<file path="src/rtl/core/necir_pkg.sv">
// Types and constants of the NEC IR frame decoder.
// No dependencies; used by every module of the decoder.
package necir_pkg;

	localparam int unsigned TICK_W   = 24;
	localparam int unsigned BYTE_W   = 8;
	localparam int unsigned CNT_W    = 6;
	localparam int unsigned CFG_IX_W = 8;

	typedef logic [TICK_W-1:0] tick_t;
	typedef logic [BYTE_W-1:0] byte_t;
	typedef logic [CNT_W-1:0]  cnt_t;
	typedef logic [CFG_IX_W-1:0] cfg_ix_t;

	// register indexes of the configuration port
	localparam cfg_ix_t CFG_START_MIN = 8'd0;
	localparam cfg_ix_t CFG_START_MAX = 8'd1;
	localparam cfg_ix_t CFG_ONE_MIN   = 8'd2;
	localparam cfg_ix_t CFG_ONE_MAX   = 8'd3;

	localparam tick_t START_MIN_RST = 24'd10000;
	localparam tick_t START_MAX_RST = 24'd14000;
	localparam tick_t ONE_MIN_RST   = 24'd2000;
	localparam tick_t ONE_MAX_RST   = 24'd2300;

	// interval positions within a frame (0 is the leader)
	localparam cnt_t LEADER_IDX = 6'd0;
	localparam cnt_t ADDR_FIRST = 6'd1;
	localparam cnt_t ADDR_LAST  = 6'd8;
	localparam cnt_t CMD_FIRST  = 6'd17;
	localparam cnt_t CMD_LAST   = 6'd24;
	localparam cnt_t LAST_IDX   = 6'd32;

	typedef struct packed {
		tick_t start_min;
		tick_t start_max;
		tick_t one_min;
		tick_t one_max;
	} cfg_t;

	typedef struct packed {
		logic leader_hit;
		logic one_hit;
	} win_t;

	typedef struct packed {
		logic  emit;
		byte_t address;
		byte_t command;
	} frame_out_t;

endpackage

</file>
<file path="src/rtl/core/necir_classify.sv">
// Window comparators: classifies one interval against the leader and one-bit windows.
// Depends on necir_pkg.
module necir_classify (
	input  necir_pkg::tick_t ticks,
	input  necir_pkg::cfg_t  cfg,
	output necir_pkg::win_t  win
);

	assign win.leader_hit = (ticks >= cfg.start_min) && (ticks <= cfg.start_max);
	assign win.one_hit    = (ticks >= cfg.one_min) && (ticks <= cfg.one_max);

endmodule

</file>
<file path="src/rtl/core/necir_frame.sv">
// Frame sequencer: arming, interval count, leader flag and byte shift registers.
// Depends on necir_pkg.
module necir_frame (
	input  logic                  clk,
	input  logic                  arst_n,
	input  logic                  step,
	input  necir_pkg::win_t       win,
	output necir_pkg::frame_out_t pend
);

	logic             armed_q;
	necir_pkg::cnt_t  count_q;
	logic             leader_q;
	necir_pkg::byte_t address_q;
	necir_pkg::byte_t command_q;

	logic in_addr;
	logic in_cmd;
	logic last;

	assign in_addr = (count_q >= necir_pkg::ADDR_FIRST) && (count_q <= necir_pkg::ADDR_LAST);
	assign in_cmd  = (count_q >= necir_pkg::CMD_FIRST) && (count_q <= necir_pkg::CMD_LAST);
	assign last    = armed_q && (count_q == necir_pkg::LAST_IDX);

	// the final interval touches neither byte, so the stored state is the result
	assign pend.emit    = last && leader_q;
	assign pend.address = address_q;
	assign pend.command = command_q;

	always_ff @(posedge clk or negedge arst_n) begin
		if (!arst_n) begin
			armed_q   <= 1'b0;
			count_q   <= '0;
			leader_q  <= 1'b0;
			address_q <= '0;
			command_q <= '0;
		end else if (step) begin
			if (!armed_q || last) begin
				// arm on a fresh edge; drop back to waiting after the last interval
				armed_q   <= !armed_q;
				count_q   <= '0;
				leader_q  <= 1'b0;
				address_q <= '0;
				command_q <= '0;
			end else begin
				count_q <= count_q + necir_pkg::cnt_t'(1);
				if (count_q == necir_pkg::LEADER_IDX) begin
					leader_q <= win.leader_hit;
				end
				// LSB first: shift in from the top
				if (in_addr) begin
					address_q <= {win.one_hit, address_q[necir_pkg::BYTE_W-1:1]};
				end
				if (in_cmd) begin
					command_q <= {win.one_hit, command_q[necir_pkg::BYTE_W-1:1]};
				end
			end
		end
	end

endmodule

</file>
<file path="src/rtl/core/nec_ir_frame_decoder_core.sv">
// Top level of the NEC IR frame decoder: input register, window compare,
// frame sequencer, result register and configuration registers.
// Depends on necir_pkg, necir_classify and necir_frame.
//
//  channel | direction | handshake              | payload
//  --------+-----------+------------------------+------------------------------
//  in      | to core   | in_valid / in_ready    | interval_ticks[23:0]
//  out     | from core | out_valid / out_ready  | address_byte[7:0], command_byte[7:0]
//  cfg     | to core   | cfg_valid / cfg_ready  | cfg_index[7:0], cfg_data[23:0]
//
// One edge transaction per cycle unless the staged edge is held back; an edge
// is classified and folded into the frame state as it leaves the input register,
// and a frame result is loaded into the result register in the same cycle, so
// out_valid rises once the last edge leaves the input register. The rate is set
// by the combinational window compare and frame update between the two registers.
// Reset clears the frame state and loads the default window registers.
// A stalled result register holds back only the last edge of a frame with a good
// leader, and later edges wait behind it. cfg_ready is always high.
module nec_ir_frame_decoder_core (
	input  logic                     clk,
	input  logic                     arst_n,
	input  logic                     in_valid,
	output logic                     in_ready,
	input  necir_pkg::tick_t         interval_ticks,
	output logic                     out_valid,
	input  logic                     out_ready,
	output necir_pkg::byte_t         address_byte,
	output necir_pkg::byte_t         command_byte,
	input  logic                     cfg_valid,
	output logic                     cfg_ready,
	input  necir_pkg::cfg_ix_t       cfg_index,
	input  necir_pkg::tick_t         cfg_data
);

	// window registers
	necir_pkg::cfg_t cfg_q;

	// input register stage
	logic             valid_s1;
	necir_pkg::tick_t ticks_s1;

	necir_pkg::win_t       win;
	necir_pkg::frame_out_t pend;

	// result register
	logic             out_valid_q;
	necir_pkg::byte_t address_q;
	necir_pkg::byte_t command_q;

	logic fire_s1;

	// Advance the staged edge unless it completes a good frame while the
	// result register is still full and not being taken.
	assign fire_s1  = valid_s1 && (!pend.emit || !out_valid_q || out_ready);
	assign in_ready = !valid_s1 || fire_s1;

	assign cfg_ready = 1'b1;

	// Configuration writes; unknown indexes are ignored.
	always_ff @(posedge clk or negedge arst_n) begin
		if (!arst_n) begin
			cfg_q.start_min <= necir_pkg::START_MIN_RST;
			cfg_q.start_max <= necir_pkg::START_MAX_RST;
			cfg_q.one_min   <= necir_pkg::ONE_MIN_RST;
			cfg_q.one_max   <= necir_pkg::ONE_MAX_RST;
		end else if (cfg_valid && cfg_ready) begin
			case (cfg_index)
				necir_pkg::CFG_START_MIN: cfg_q.start_min <= cfg_data;
				necir_pkg::CFG_START_MAX: cfg_q.start_max <= cfg_data;
				necir_pkg::CFG_ONE_MIN:   cfg_q.one_min   <= cfg_data;
				necir_pkg::CFG_ONE_MAX:   cfg_q.one_max   <= cfg_data;
				default: ;
			endcase
		end
	end

	// Input register: take a new edge whenever the stage is empty or advancing.
	always_ff @(posedge clk or negedge arst_n) begin
		if (!arst_n) begin
			valid_s1 <= 1'b0;
		end else if (in_ready) begin
			valid_s1 <= in_valid;
		end
	end

	always_ff @(posedge clk) begin
		if (in_valid && in_ready) begin
			ticks_s1 <= interval_ticks;
		end
	end

	necir_classify u_classify (
		.ticks (ticks_s1),
		.cfg   (cfg_q),
		.win   (win)
	);

	necir_frame u_frame (
		.clk    (clk),
		.arst_n (arst_n),
		.step   (fire_s1),
		.win    (win),
		.pend   (pend)
	);

	// Result register: load on a good frame end, drop once taken.
	always_ff @(posedge clk or negedge arst_n) begin
		if (!arst_n) begin
			out_valid_q <= 1'b0;
		end else if (fire_s1 && pend.emit) begin
			out_valid_q <= 1'b1;
		end else if (out_ready) begin
			out_valid_q <= 1'b0;
		end
	end

	always_ff @(posedge clk) begin
		if (fire_s1 && pend.emit) begin
			address_q <= pend.address;
			command_q <= pend.command;
		end
	end

	assign out_valid    = out_valid_q;
	assign address_byte = address_q;
	assign command_byte = command_q;

endmodule

</file>
<file path="config.mk">
export PLATFORM = sky130hd
export DESIGN_NAME = nec_ir_frame_decoder_core
export DESIGN_NICKNAME = d
export VERILOG_FILES = /design/src/rtl/core/necir_pkg.sv /design/src/rtl/core/necir_classify.sv /design/src/rtl/core/necir_frame.sv /design/src/rtl/core/nec_ir_frame_decoder_core.sv
export SDC_FILE = /design/constraint.sdc
export NUM_CORES = 1
export LEC_CHECK = 0
export ABC_AREA = 1
export BUFFER_PORTS_ARGS = -buffer_cell sky130_fd_sc_hd__buf_2
export CELL_PAD_IN_SITES_DETAIL_PLACEMENT = 1
export CELL_PAD_IN_SITES_GLOBAL_PLACEMENT = 1
export CORE_ASPECT_RATIO = 1.5
export CORE_MARGIN = 1
export CORE_UTILIZATION = 35
export CTS_CLUSTER_SIZE = 16
export DETAILED_ROUTE_END_ITERATION = 8
export PLACE_DENSITY = 0.69
export SYNTH_ARGS = -nofsm -noshare
export SYNTH_HDL_FRONTEND = slang
export SYNTH_SLANG_ARGS = --single-unit
</file>
<file path="constraint.sdc">
create_clock -name clk -period 2.13 [get_ports clk]
set_input_delay 0.213 -clock clk [delete_from_list [all_inputs] [get_ports clk]]
set_output_delay 0.213 -clock clk [all_outputs]
set_load 0.005 [all_outputs]
</file>
; ---- After elaboration in Yosys (flattened, before gate mapping)
; Index checks and enable logic that the tools add are counted.
[totals]
out_inout_bits = 19
regBits = 162
in_bits = 61
latch_bits = 0
n_memories = 0
ram_bits = 0
wordCells = 67
mem_bits_ro = 0
[op_classes]
n_eq_ne = 4
mux = 9
n_div = 0
addsub = 1
n_lt_le_gt_ge = 8
reduce_logical = 31
shift = 0
bitwise_logic = 0
multipliers = 0
[ops]
columns = cell, count
row1 = greater-or-equal comparator 24 bit, 2
row2 = <= comparator 24 bit, 2
row3 = 2-to-1 mux 8 bit, 4
row4 = equality test 8 x 2 -> 1 bit (second input constant), 2
row5 = AND reduction 2 bit, 8
row6 = logical AND 1 bit, 9
row7 = equality test 8 x 1 -> 1 bit (second input constant), 1
row8 = logical NOT 8 bit, 1
row9 = nonzero test 2 bit, 4
row10 = adder 6 x 1 -> 6 bit (second input constant), 1
row11 = equality test 6 bit (second input constant), 1
row12 = greater-or-equal comparator 6 x 1 -> 1 bit (second input constant), 1
row13 = greater-or-equal comparator 6 x 5 -> 1 bit (second input constant), 1
row14 = <= comparator 6 x 4 -> 1 bit (second input constant), 1
row15 = <= comparator 6 x 5 -> 1 bit (second input constant), 1
row16 = logical NOT 6 bit, 1
row17 = 2-to-1 mux 6 bit, 1
row18 = logical NOT 1 bit, 4
row19 = logical OR 1 bit, 4
row20 = 2-to-1 mux 1 bit, 4

; ---- Logic depth before layout (Yosys ltp)
; Gate-level depths: netlist (run 1).
[depth]
ltp_word = 9
mapped_depth = 14
mapped_depth_nobuf = 14

; ---- Modules after synthesis
; Synthesis (run 1) repeated with hierarchy kept, for this count alone.
[hier_totals]
cells_unflattened = 1072
hier_area_um2 = 9093.7
[modules_own_cells]
columns = module, area_per_inst_um2, instances, cells_each
row1 = nec_ir_frame_decoder_core, 5251.3, 1, 490
row2 = necir_classify, 2628.8, 1, 441
row3 = necir_frame, 1213.7, 1, 141

; ---- Least setup slack after synthesis (run 1)
; No wires, ideal clock.
[synth_path]
path_type = reg-to-reg
start = reg u_frame.count_q[0]
end = reg address_q[0] (netlist: address_byte[0]) (enable)
n_path_buf = 1
arrival_time_ns = 1.691
stages_incl_launch_ff = 13
required_time_ns = 1.766
path_slack_ns = 0.075
setup_ns = 0.364
period_less_slack_ns = 2.055
path_cell_list = dfrtp_1 -> inv_1 -> ha_1 -> nand3_2 -> nor2_4 -> nand2_2 -> nor2_4 -> nand2_2 -> nand2_4 -> buf_12 -> inv_4 -> nand2_1 -> inv_1
[synth_between]
elab_chain_len = 8
[synth_lines]
columns = item, line_no
row1 = "start, declared", necir_frame.sv:12  ; necir_pkg::cnt_t count_q;
row2 = "start signal, assigned", necir_frame.sv:46  ; count_q <= count_q + necir_pkg::cnt_t'(1);
row3 = equality test 6 bit (*), necir_frame.sv:23  ; assign last = armed_q && (count_q == necir_pkg::LAST_IDX);
row4 = logical AND 1 bit (*), necir_frame.sv:23
row5 = logical AND 1 bit (*), necir_frame.sv:26  ; assign pend.emit = last && leader_q;
row6 = logical NOT 1 bit, nec_ir_frame_decoder_core.sv:54  ; assign fire_s1 = valid_s1 && (!pend.emit || !out_valid_q || out_ready);
row7 = logical OR 1 bit (2 in a row), nec_ir_frame_decoder_core.sv:54
row8 = logical AND 1 bit, nec_ir_frame_decoder_core.sv:54
row9 = logical AND 1 bit (*), nec_ir_frame_decoder_core.sv:118  ; if (fire_s1 && pend.emit) begin
row10 = "end signal, assigned", nec_ir_frame_decoder_core.sv:119  ; address_q <= pend.address;
row11 = "end, declared", nec_ir_frame_decoder_core.sv:47  ; necir_pkg::byte_t address_q;
; Mark *: on every way between the ends. The rest lies on a longest branch, timed or not.
; A chain may end at the register's enable or synchronous reset.

; ---- Final worst setup path (run 1)
[layout_path]
start = reg u_frame.count_q[1]
end = out in_ready
[layout_between]
elab_chain_len = 8
[layout_lines]
columns = item, line_no
row1 = equality test 6 bit, necir_frame.sv:23
row2 = logical AND 1 bit, necir_frame.sv:23
row3 = logical AND 1 bit, necir_frame.sv:26
row4 = logical NOT 1 bit, nec_ir_frame_decoder_core.sv:54
row5 = logical OR 1 bit (2 in a row), nec_ir_frame_decoder_core.sv:54
row6 = logical AND 1 bit, nec_ir_frame_decoder_core.sv:54
row7 = logical OR 1 bit, nec_ir_frame_decoder_core.sv:55  ; assign in_ready = !valid_s1 || fire_s1;
row8 = "end, declared", nec_ir_frame_decoder_core.sv:23  ; output logic in_ready,
; No other way between the ends.

==> impl_metrics.py, run 1 <==
metrics = {
    "run_status": {
        "status": "finished, final reports clean",
    },
    "synth": {
        "synth_nets": 1126,
        "synthFlopType": "dfrtp_1",
        "yosys_warnings": 0,
        "synthCells": 966,
        "syn_avg_cell_area_um2": 8.91,
        "synth_cell_type_count": 36,
        "synth.cell_area_um2": 8600,
        "seq_area_frac_synth_pct": 49.8,
        "synth_edf_count": 40,
        "synth-async-reset-ratio_pct": 75.3,
        "ys_ff_latch": 162,
    },
    "critical_path": {
        "crit_required_ns": 1.92,
        "endpoint_kind": "output port",
        "critPathLaunchType": "register",
        "path_delay_family": "simple AND/OR/NAND/NOR gates",
        "r2r_cells": 10,
        "cp_max_fo": 4,
        "crit_type": "register to output port",
        "path_buf_inv": 2,
        "crit_chain": "inv_2 > ha_2 > nand3_2 > nor2_4 > nand2_4 > nor2_4 > nand3_2 > buf_2",
        "cpPeakStageDelay_ns": 0.42,
        "regToRegEndpoint": "u_frame.command_q[7]",
        "r2r_slack_ns": 0.20,
        "crit_slowest_cell": "dfrtp_1",
        "cp.arrival_ns": 1.82,
        "reg2reg_from": "ticks_s1[15]",
    },
    "drt": {
        "ant_nets": 0,
        "drtPass1Iterations": 4,
        "vias": 6748,
        "first_iter_violations": 228,
        "viasPerCell": 4.76,
        "wl_per_cell_um": 15.3,
        "wl_mm": 21.6,
        "drc": 0,
    },
    "power": {
        "p_leak_nw": 4.81,
        "peakVddDrop_v": 0.000561,
        "powerDensity_nw_per_um2": 820,
        "total_power_mw": 8.47,
    },
    "floorplan": {
        "die_area_um2": 25200,
        "ioPinCount": 80,
        "core-area_um2": 23900,
        "die_x_um": 130,
        "start_util_pct": 36.0,
        "die_h_um": 194,
        "rows": 69,
    },
    "clock_tree": {
        "clock_sinks": 162,
        "cts_tree": "done",
        "cts.clk_slew.worst_paths_ns": 0.07,
        "htreeDepth": 4,
        "root_buffer": "clkbuf_16",
        "numCtsBuffers": 17,
        "clock_latency_ns": 0.44,
        "clockBufferDepth": 2,
    },
    "global_route": {
        "grt_max_degree": 49,
        "grt_remaining_overflow": 0,
        "grt_pass1_vias": 7352,
        "grt_pass1_wl_mm": 36.0,
        "grt.total_usage_pct": 18.8,
        "antenna_found_initial": 0,
    },
    "timing": {
        "holdWs_ns": 0.0143,
        "fin_crit_sh_pct": 95.4,
        "hold_viol_final": 0,
        "slew_violations": 0,
        "tightest_slew_ns": 0.588,
        "finClkSkew_ns": 0.0106,
        "fmax_ghz": 0.492,
        "max_slew_margin_pct": 60.8,
        "finalWorstPathRequiredPeriod_ns": 2.03,
        "finalSetupViolCount": 0,
    },
    "min_path": {
        "min-delay-start": "in_valid",
        "hold_depth": 3,
        "min_to": "valid_s1",
        "hold_path.class": "input port to register",
    },
    "final_layout": {
        "area_growth_pct": 20.1,
        "seq_area_um2": 4290,
        "final_common_cell": "nand2_1",
        "fin_nets": 1245,
        "layout_common_cells": "257 x nand2_1, 157 x inv_1, 98 x ha_1",
        "multiInputGateArea_um2": 3570,
        "fillers": 2835,
        "drive_gt1_share_pct": 16.0,
        "diodes": 0,
    },
    "place": {
        "hpwl_mm": 15.7,
        "portBuffers": 78,
        "gp_congestion": 0.823,
    },
    "flow_run": {
        "cap_violations": 0,
    },
}
-- tightest hold or removal path, stage by stage --
cell,delay [ns]
buf_2,0.09
nand2_1,0.06
nand2_1,0.06
-- registers in the layout (all words and copies together) (netlist names) --
register           flops
address_byte           8
u_frame.armed_q        1
u_frame.leader_q       1
u_frame.command_q      8
u_frame.count_q        6
u_frame.address_q      8
ticks_s1              24
command_byte           8
out_valid              1
valid_s1               1
cfg_q                 96
-- synthesized netlist by cell type (2+ instances only) --
| cell type | n | area share, % |
|---|---|---|
| o31ai_1 | 3 | 0.26 |
| dfstp_2 | 25 | 7.6 |
| o21bai_1 | 2 | 0.17 |
| nor2_1 | 47 | 2.1 |
| nand4_1 | 7 | 0.51 |
| xor2_1 | 3 | 0.31 |
| nor3_1 | 3 | 0.17 |
| a21oi_1 | 39 | 2.3 |
| or2_1 | 2 | 0.15 |
| edfxtp_1 | 40 | 14 |
| nand2_1 | 257 | 11 |
| a21o_1 | 4 | 0.35 |
| o21ai_0 | 83 | 4.8 |
| dfrtp_1 | 97 | 28 |
| inv_1 | 160 | 7.0 |
| buf_2 | 8 | 0.47 |
| clkbuf_1 | 8 | 0.35 |
| nand2_2 | 4 | 0.29 |
| buf_6 | 4 | 0.52 |
| ha_1 | 99 | 14 |
| inv_2 | 5 | 0.22 |
| o21ai_1 | 25 | 1.5 |
| nor2_4 | 3 | 0.39 |
| nand3_1 | 26 | 1.5 |
-- cell families after synthesis --
family	Yosys count	synth area share, %
buf+inv	188	8.93
flops	162	49.8
other cells	1	0.0436
compound gates	159	9.60
xor+xnor	3	0.305
fa+ha+maj	99	14.4
simple gates	354	16.9
-- power breakdown --
| part | switching (mW) | internal [mW] | total (mW) |
|---|---|---|---|
| Clock | 1.35 | 1.86 | 3.21 |
| Combinational | 0.876 | 0.582 | 1.46 |
| Sequential | 0.272 | 3.53 | 3.81 |
| Total | 2.50 | 5.98 | 8.47 |
-- worst max path at each step --
stage / slack [ns] / end / from / depth (start not counted)
after floorplan: 0.08 / address_byte[0] / u_frame.count_q[0] / 12
after global placement: 0.14 / command_byte[0] / u_frame.count_q[1] / 8
after detailed placement: 0.08 / command_byte[0] / u_frame.count_q[1] / 8
after CTS: 0.001 / in_ready / u_frame.count_q[1] / 8
after global routing: -0.004 / in_ready / u_frame.count_q[1] / 8
final: 0.1 / in_ready / u_frame.count_q[1] / 8
-- per-stage QoR --
step           utilization [%]   TNS, ns  setup slack [ns]  cells  instance area, um^2
6_report                  43.2         0            0.0979   1417                10300
5_1_grt                   43.2  -0.00426          -0.00426   1417                10300
4_1_cts                   43.0         0           0.00102   1413                10300
3_5_place_dp              39.3         0            0.0830   1355                 9410
3_3_place_gp              39.3         0             0.138   1355                 9410
2_1_floorplan                -         0            0.0752    966                 8600
-- what timing repair did --
item | in CTS | in global routing
pin swaps | 0 | 2
hold buffers | 26 | 0
gates resized for setup | 1 | 5
setup buffers | 0 | 4
hold endpoints to repair | 50 | 0
endpoints found under the setup margin | 1 | 33
-- routing by layer --
| layer | vias to the layer above | global-route usage (%) | wire [um] |
|---|---|---|---|
| li1 | 3335 | - | - |
| met1 | 3265 | 20.6 | 8640 |
| met2 | 112 | 35.1 | 11800 |
| met3 | 36 | 3.01 | 556 |
| met4 | 0 | 7.41 | 605 |
| met5 | - | 0 | 0 |
-- layout make-up --
cell class / count / share of cell area, %
Sequential cell: 162 / 41.5
Multi-Input combinational cell: 616 / 34.6
Timing Repair Buffer: 122 / 8.11
Inverter: 166 / 6.09
Clock buffer: 18 / 4.15
Tap cell: 319 / 3.86
Clock inverter: 14 / 1.74
Power figures use the tool's default switching activity.
==> run 2: changes to the inputs <==
Settings changed: BUFFER_PORTS_ARGS -buffer_cell sky130_fd_sc_hd__buf_2 to default, DONT_BUFFER_PORTS from default to 1, PLACE_DENSITY 0.69 to 0.66.
==> run 2 against run 1 <==
The run now ends with negative hold slack left. Clock-buffer cell count down 1. Final cell count down 4.5%. Clock power down 2%. Largest cell class unchanged.
==> impl_metrics.py, run 2 (synthesis results as in run 1) <==
metrics = {
    "timing": {
        "fin_crit_sh_pct": 96.2,
        "fin_ws_ns": 0.0819,
        "fmax_ghz": 0.488,
        "tightest_slew_ns": 0.557,
        "finClkSkew_ns": 0.00812,
        "finalWorstPathRequiredPeriod_ns": 2.05,
        "hold_viol_final": 122,
        "holdWs_ns": -0.527,
        "setup_tns_ns": 0,
        "slew_violations": 0,
        "finalSetupViolCount": 0,
        "max_slew_margin_pct": 62.8,
    },
    "final_layout": {
        "top_register": "cfg_q",
        "largest_reg_flops": 96,
        "fin_nets": 1181,
        "finalInstanceArea_um2": 10000,
        "utilization_pct": 42.0,
        "top_regs": "cfg_q x96, ticks_s1 x24",
        "drive_gt1_share_pct": 8.80,
        "final_common_cell": "nand2_1",
        "diodes": 0,
        "layout_common_cells": "257 x nand2_1, 158 x inv_1, 98 x ha_1",
        "area_growth_pct": 16.7,
    },
    "global_route": {
        "grt_pass1_vias": 6790,
        "grt_pass1_wl_mm": 34.7,
        "grt_max_degree": 123,
        "antenna_found_initial": 0,
        "grt_remaining_overflow": 0,
        "grt.total_usage_pct": 18.1,
    },
    "power": {
        "powerDensity_nw_per_um2": 832,
        "p_leak_nw": 4.55,
        "peakVddDrop_v": 0.000575,
        "total_power_mw": 8.36,
    },
    "critical_path": {
        "endpoint_kind": "output port",
        "cp.arrival_ns": 1.84,
        "crit_chain": "inv_2 > ha_4 > nand3_2 > nor2_4 > nand2_4 > nor2_4 > nand3_1 > buf_4",
        "cpPeakStageDelay_ns": 0.41,
        "critPathLaunchType": "register",
        "crit_required_ns": 1.92,
        "crit_slowest_cell": "dfrtp_1",
        "cp_common_cell": "nor2_4",
        "crit_type": "register to output port",
        "cp_max_fo": 3,
    },
    "drt": {
        "viasPerCell": 4.69,
        "wl_mm": 20.8,
        "wl_met1_mm": 8.72,
        "wl_met2_mm": 11.3,
        "dr_wl_met3_um": 475,
        "ant_nets": 0,
        "wl_per_cell_um": 15.4,
        "first_iter_violations": 209,
        "highest_layer": "met4",
        "vias": 6341,
        "drc": 0,
        "drtPass1Iterations": 6,
    },
    "floorplan": {
        "die_h_um": 194,
        "core-area_um2": 23900,
        "die_x_um": 130,
        "rows": 69,
        "start_util_pct": 36.0,
        "die_area_um2": 25200,
        "ioPinCount": 80,
    },
    "place": {
        "placed_area_um2": 8970,
        "gp_congestion": 0.805,
        "hpwl_mm": 14.9,
        "portBuffers": 0,
        "place_ws_ns": 0.121,
    },
    "clock_tree": {
        "root_buffer": "clkbuf_16",
        "cts_tree": "done",
        "htreeDepth": 4,
        "clock_sinks": 162,
        "numCtsBuffers": 17,
        "hold_buffers": 45,
        "cts.clk_slew.worst_paths_ns": 0.07,
        "clockBufferDepth": 2,
        "clock_latency_ns": 0.44,
    },
    "min_path": {
        "hold_path.class": "input port to asynchronous set/reset pin",
    },
    "run_status": {
        "status": "finished with violations",
        "violations": "negative hold slack",
    },
    "flow_run": {
        "cap_violations": 0,
    },
}
[run 2: changes by cell type in the layout (fill, tap and decap cells not counted), sizes merged]
cell / previous run / this run
clkinvlp: 3 / 1
dlygate4sd3: 26 / 45
buf: 96 / 13
clkbuf: 18 / 17
bufinv: 3 / 2
inv: 167 / 175
clkinv: 7 / 3
[run 2: path summary, 6_finish.rpt]
check	start	endpoint	slack (ns)	depth (start not counted)
max	u_frame.count_q[1]	in_ready	0.08	8
min	arst_n	u_frame.command_q[1]	-0.53	0
max reg2reg	u_frame.count_q[1]	command_byte[0]	0.14	8
min reg2reg	u_frame.command_q[0]	command_byte[0]	0.46	0
max in group asynchronous	arst_n	cfg_q[61]	2.32	0
min in group clk	cfg_data[2]	cfg_q[2]	0.01	2
[run 2: critical path: cells and delay by family (launching register included)]
| family | cells | cell delay, ns |
|---|---|---|
| DFF | 1 | 0.41 |
| and+or+nand+nor | 5 | 0.59 |
| adders and majority gates | 1 | 0.14 |
| buffers and inverters | 2 | 0.25 |
[run 2: layout make-up]
cell class,count,area (um^2)
clock inverter,15,169
tap,319,399
multi-input combinational,616,3580
sequential,162,4290
fill,2789,13900
clock buffer,17,425
inverter,166,626
timing repair buffer,58,561
[run 2: report_power, final]
group / total [mW] / internal (mW) / switching (mW)
logic: 1.39 / 0.574 / 0.816
registers: 3.81 / 3.53 / 0.274
clock network: 3.16 / 1.76 / 1.39
[run 2: layer usage]
layer | GRT usage (%) | up-vias
li1 | - | 3199
met5 | 0 | -
met3 | 3.09 | 22
met2 | 33.1 | 90
met1 | 20.7 | 3030
met4 | 6.50 | 0
[run 2: stage by stage]
| step | hold WS, ns | instances |
|---|---|---|
| global route | -0.553 | 1353 |
| global placement | -0.0750 | 1275 |
| CTS | -0.554 | 1352 |
| floorplan | -0.0826 | 966 |
| finish | -0.527 | 1353 |
| detailed placement | -0.0760 | 1275 |
[run 2: what timing repair did]
item	CTS	global route
buffers inserted	0	1
resized for setup	0	5
hold endpoints to repair	202	122
setup endpoints to repair	0	17
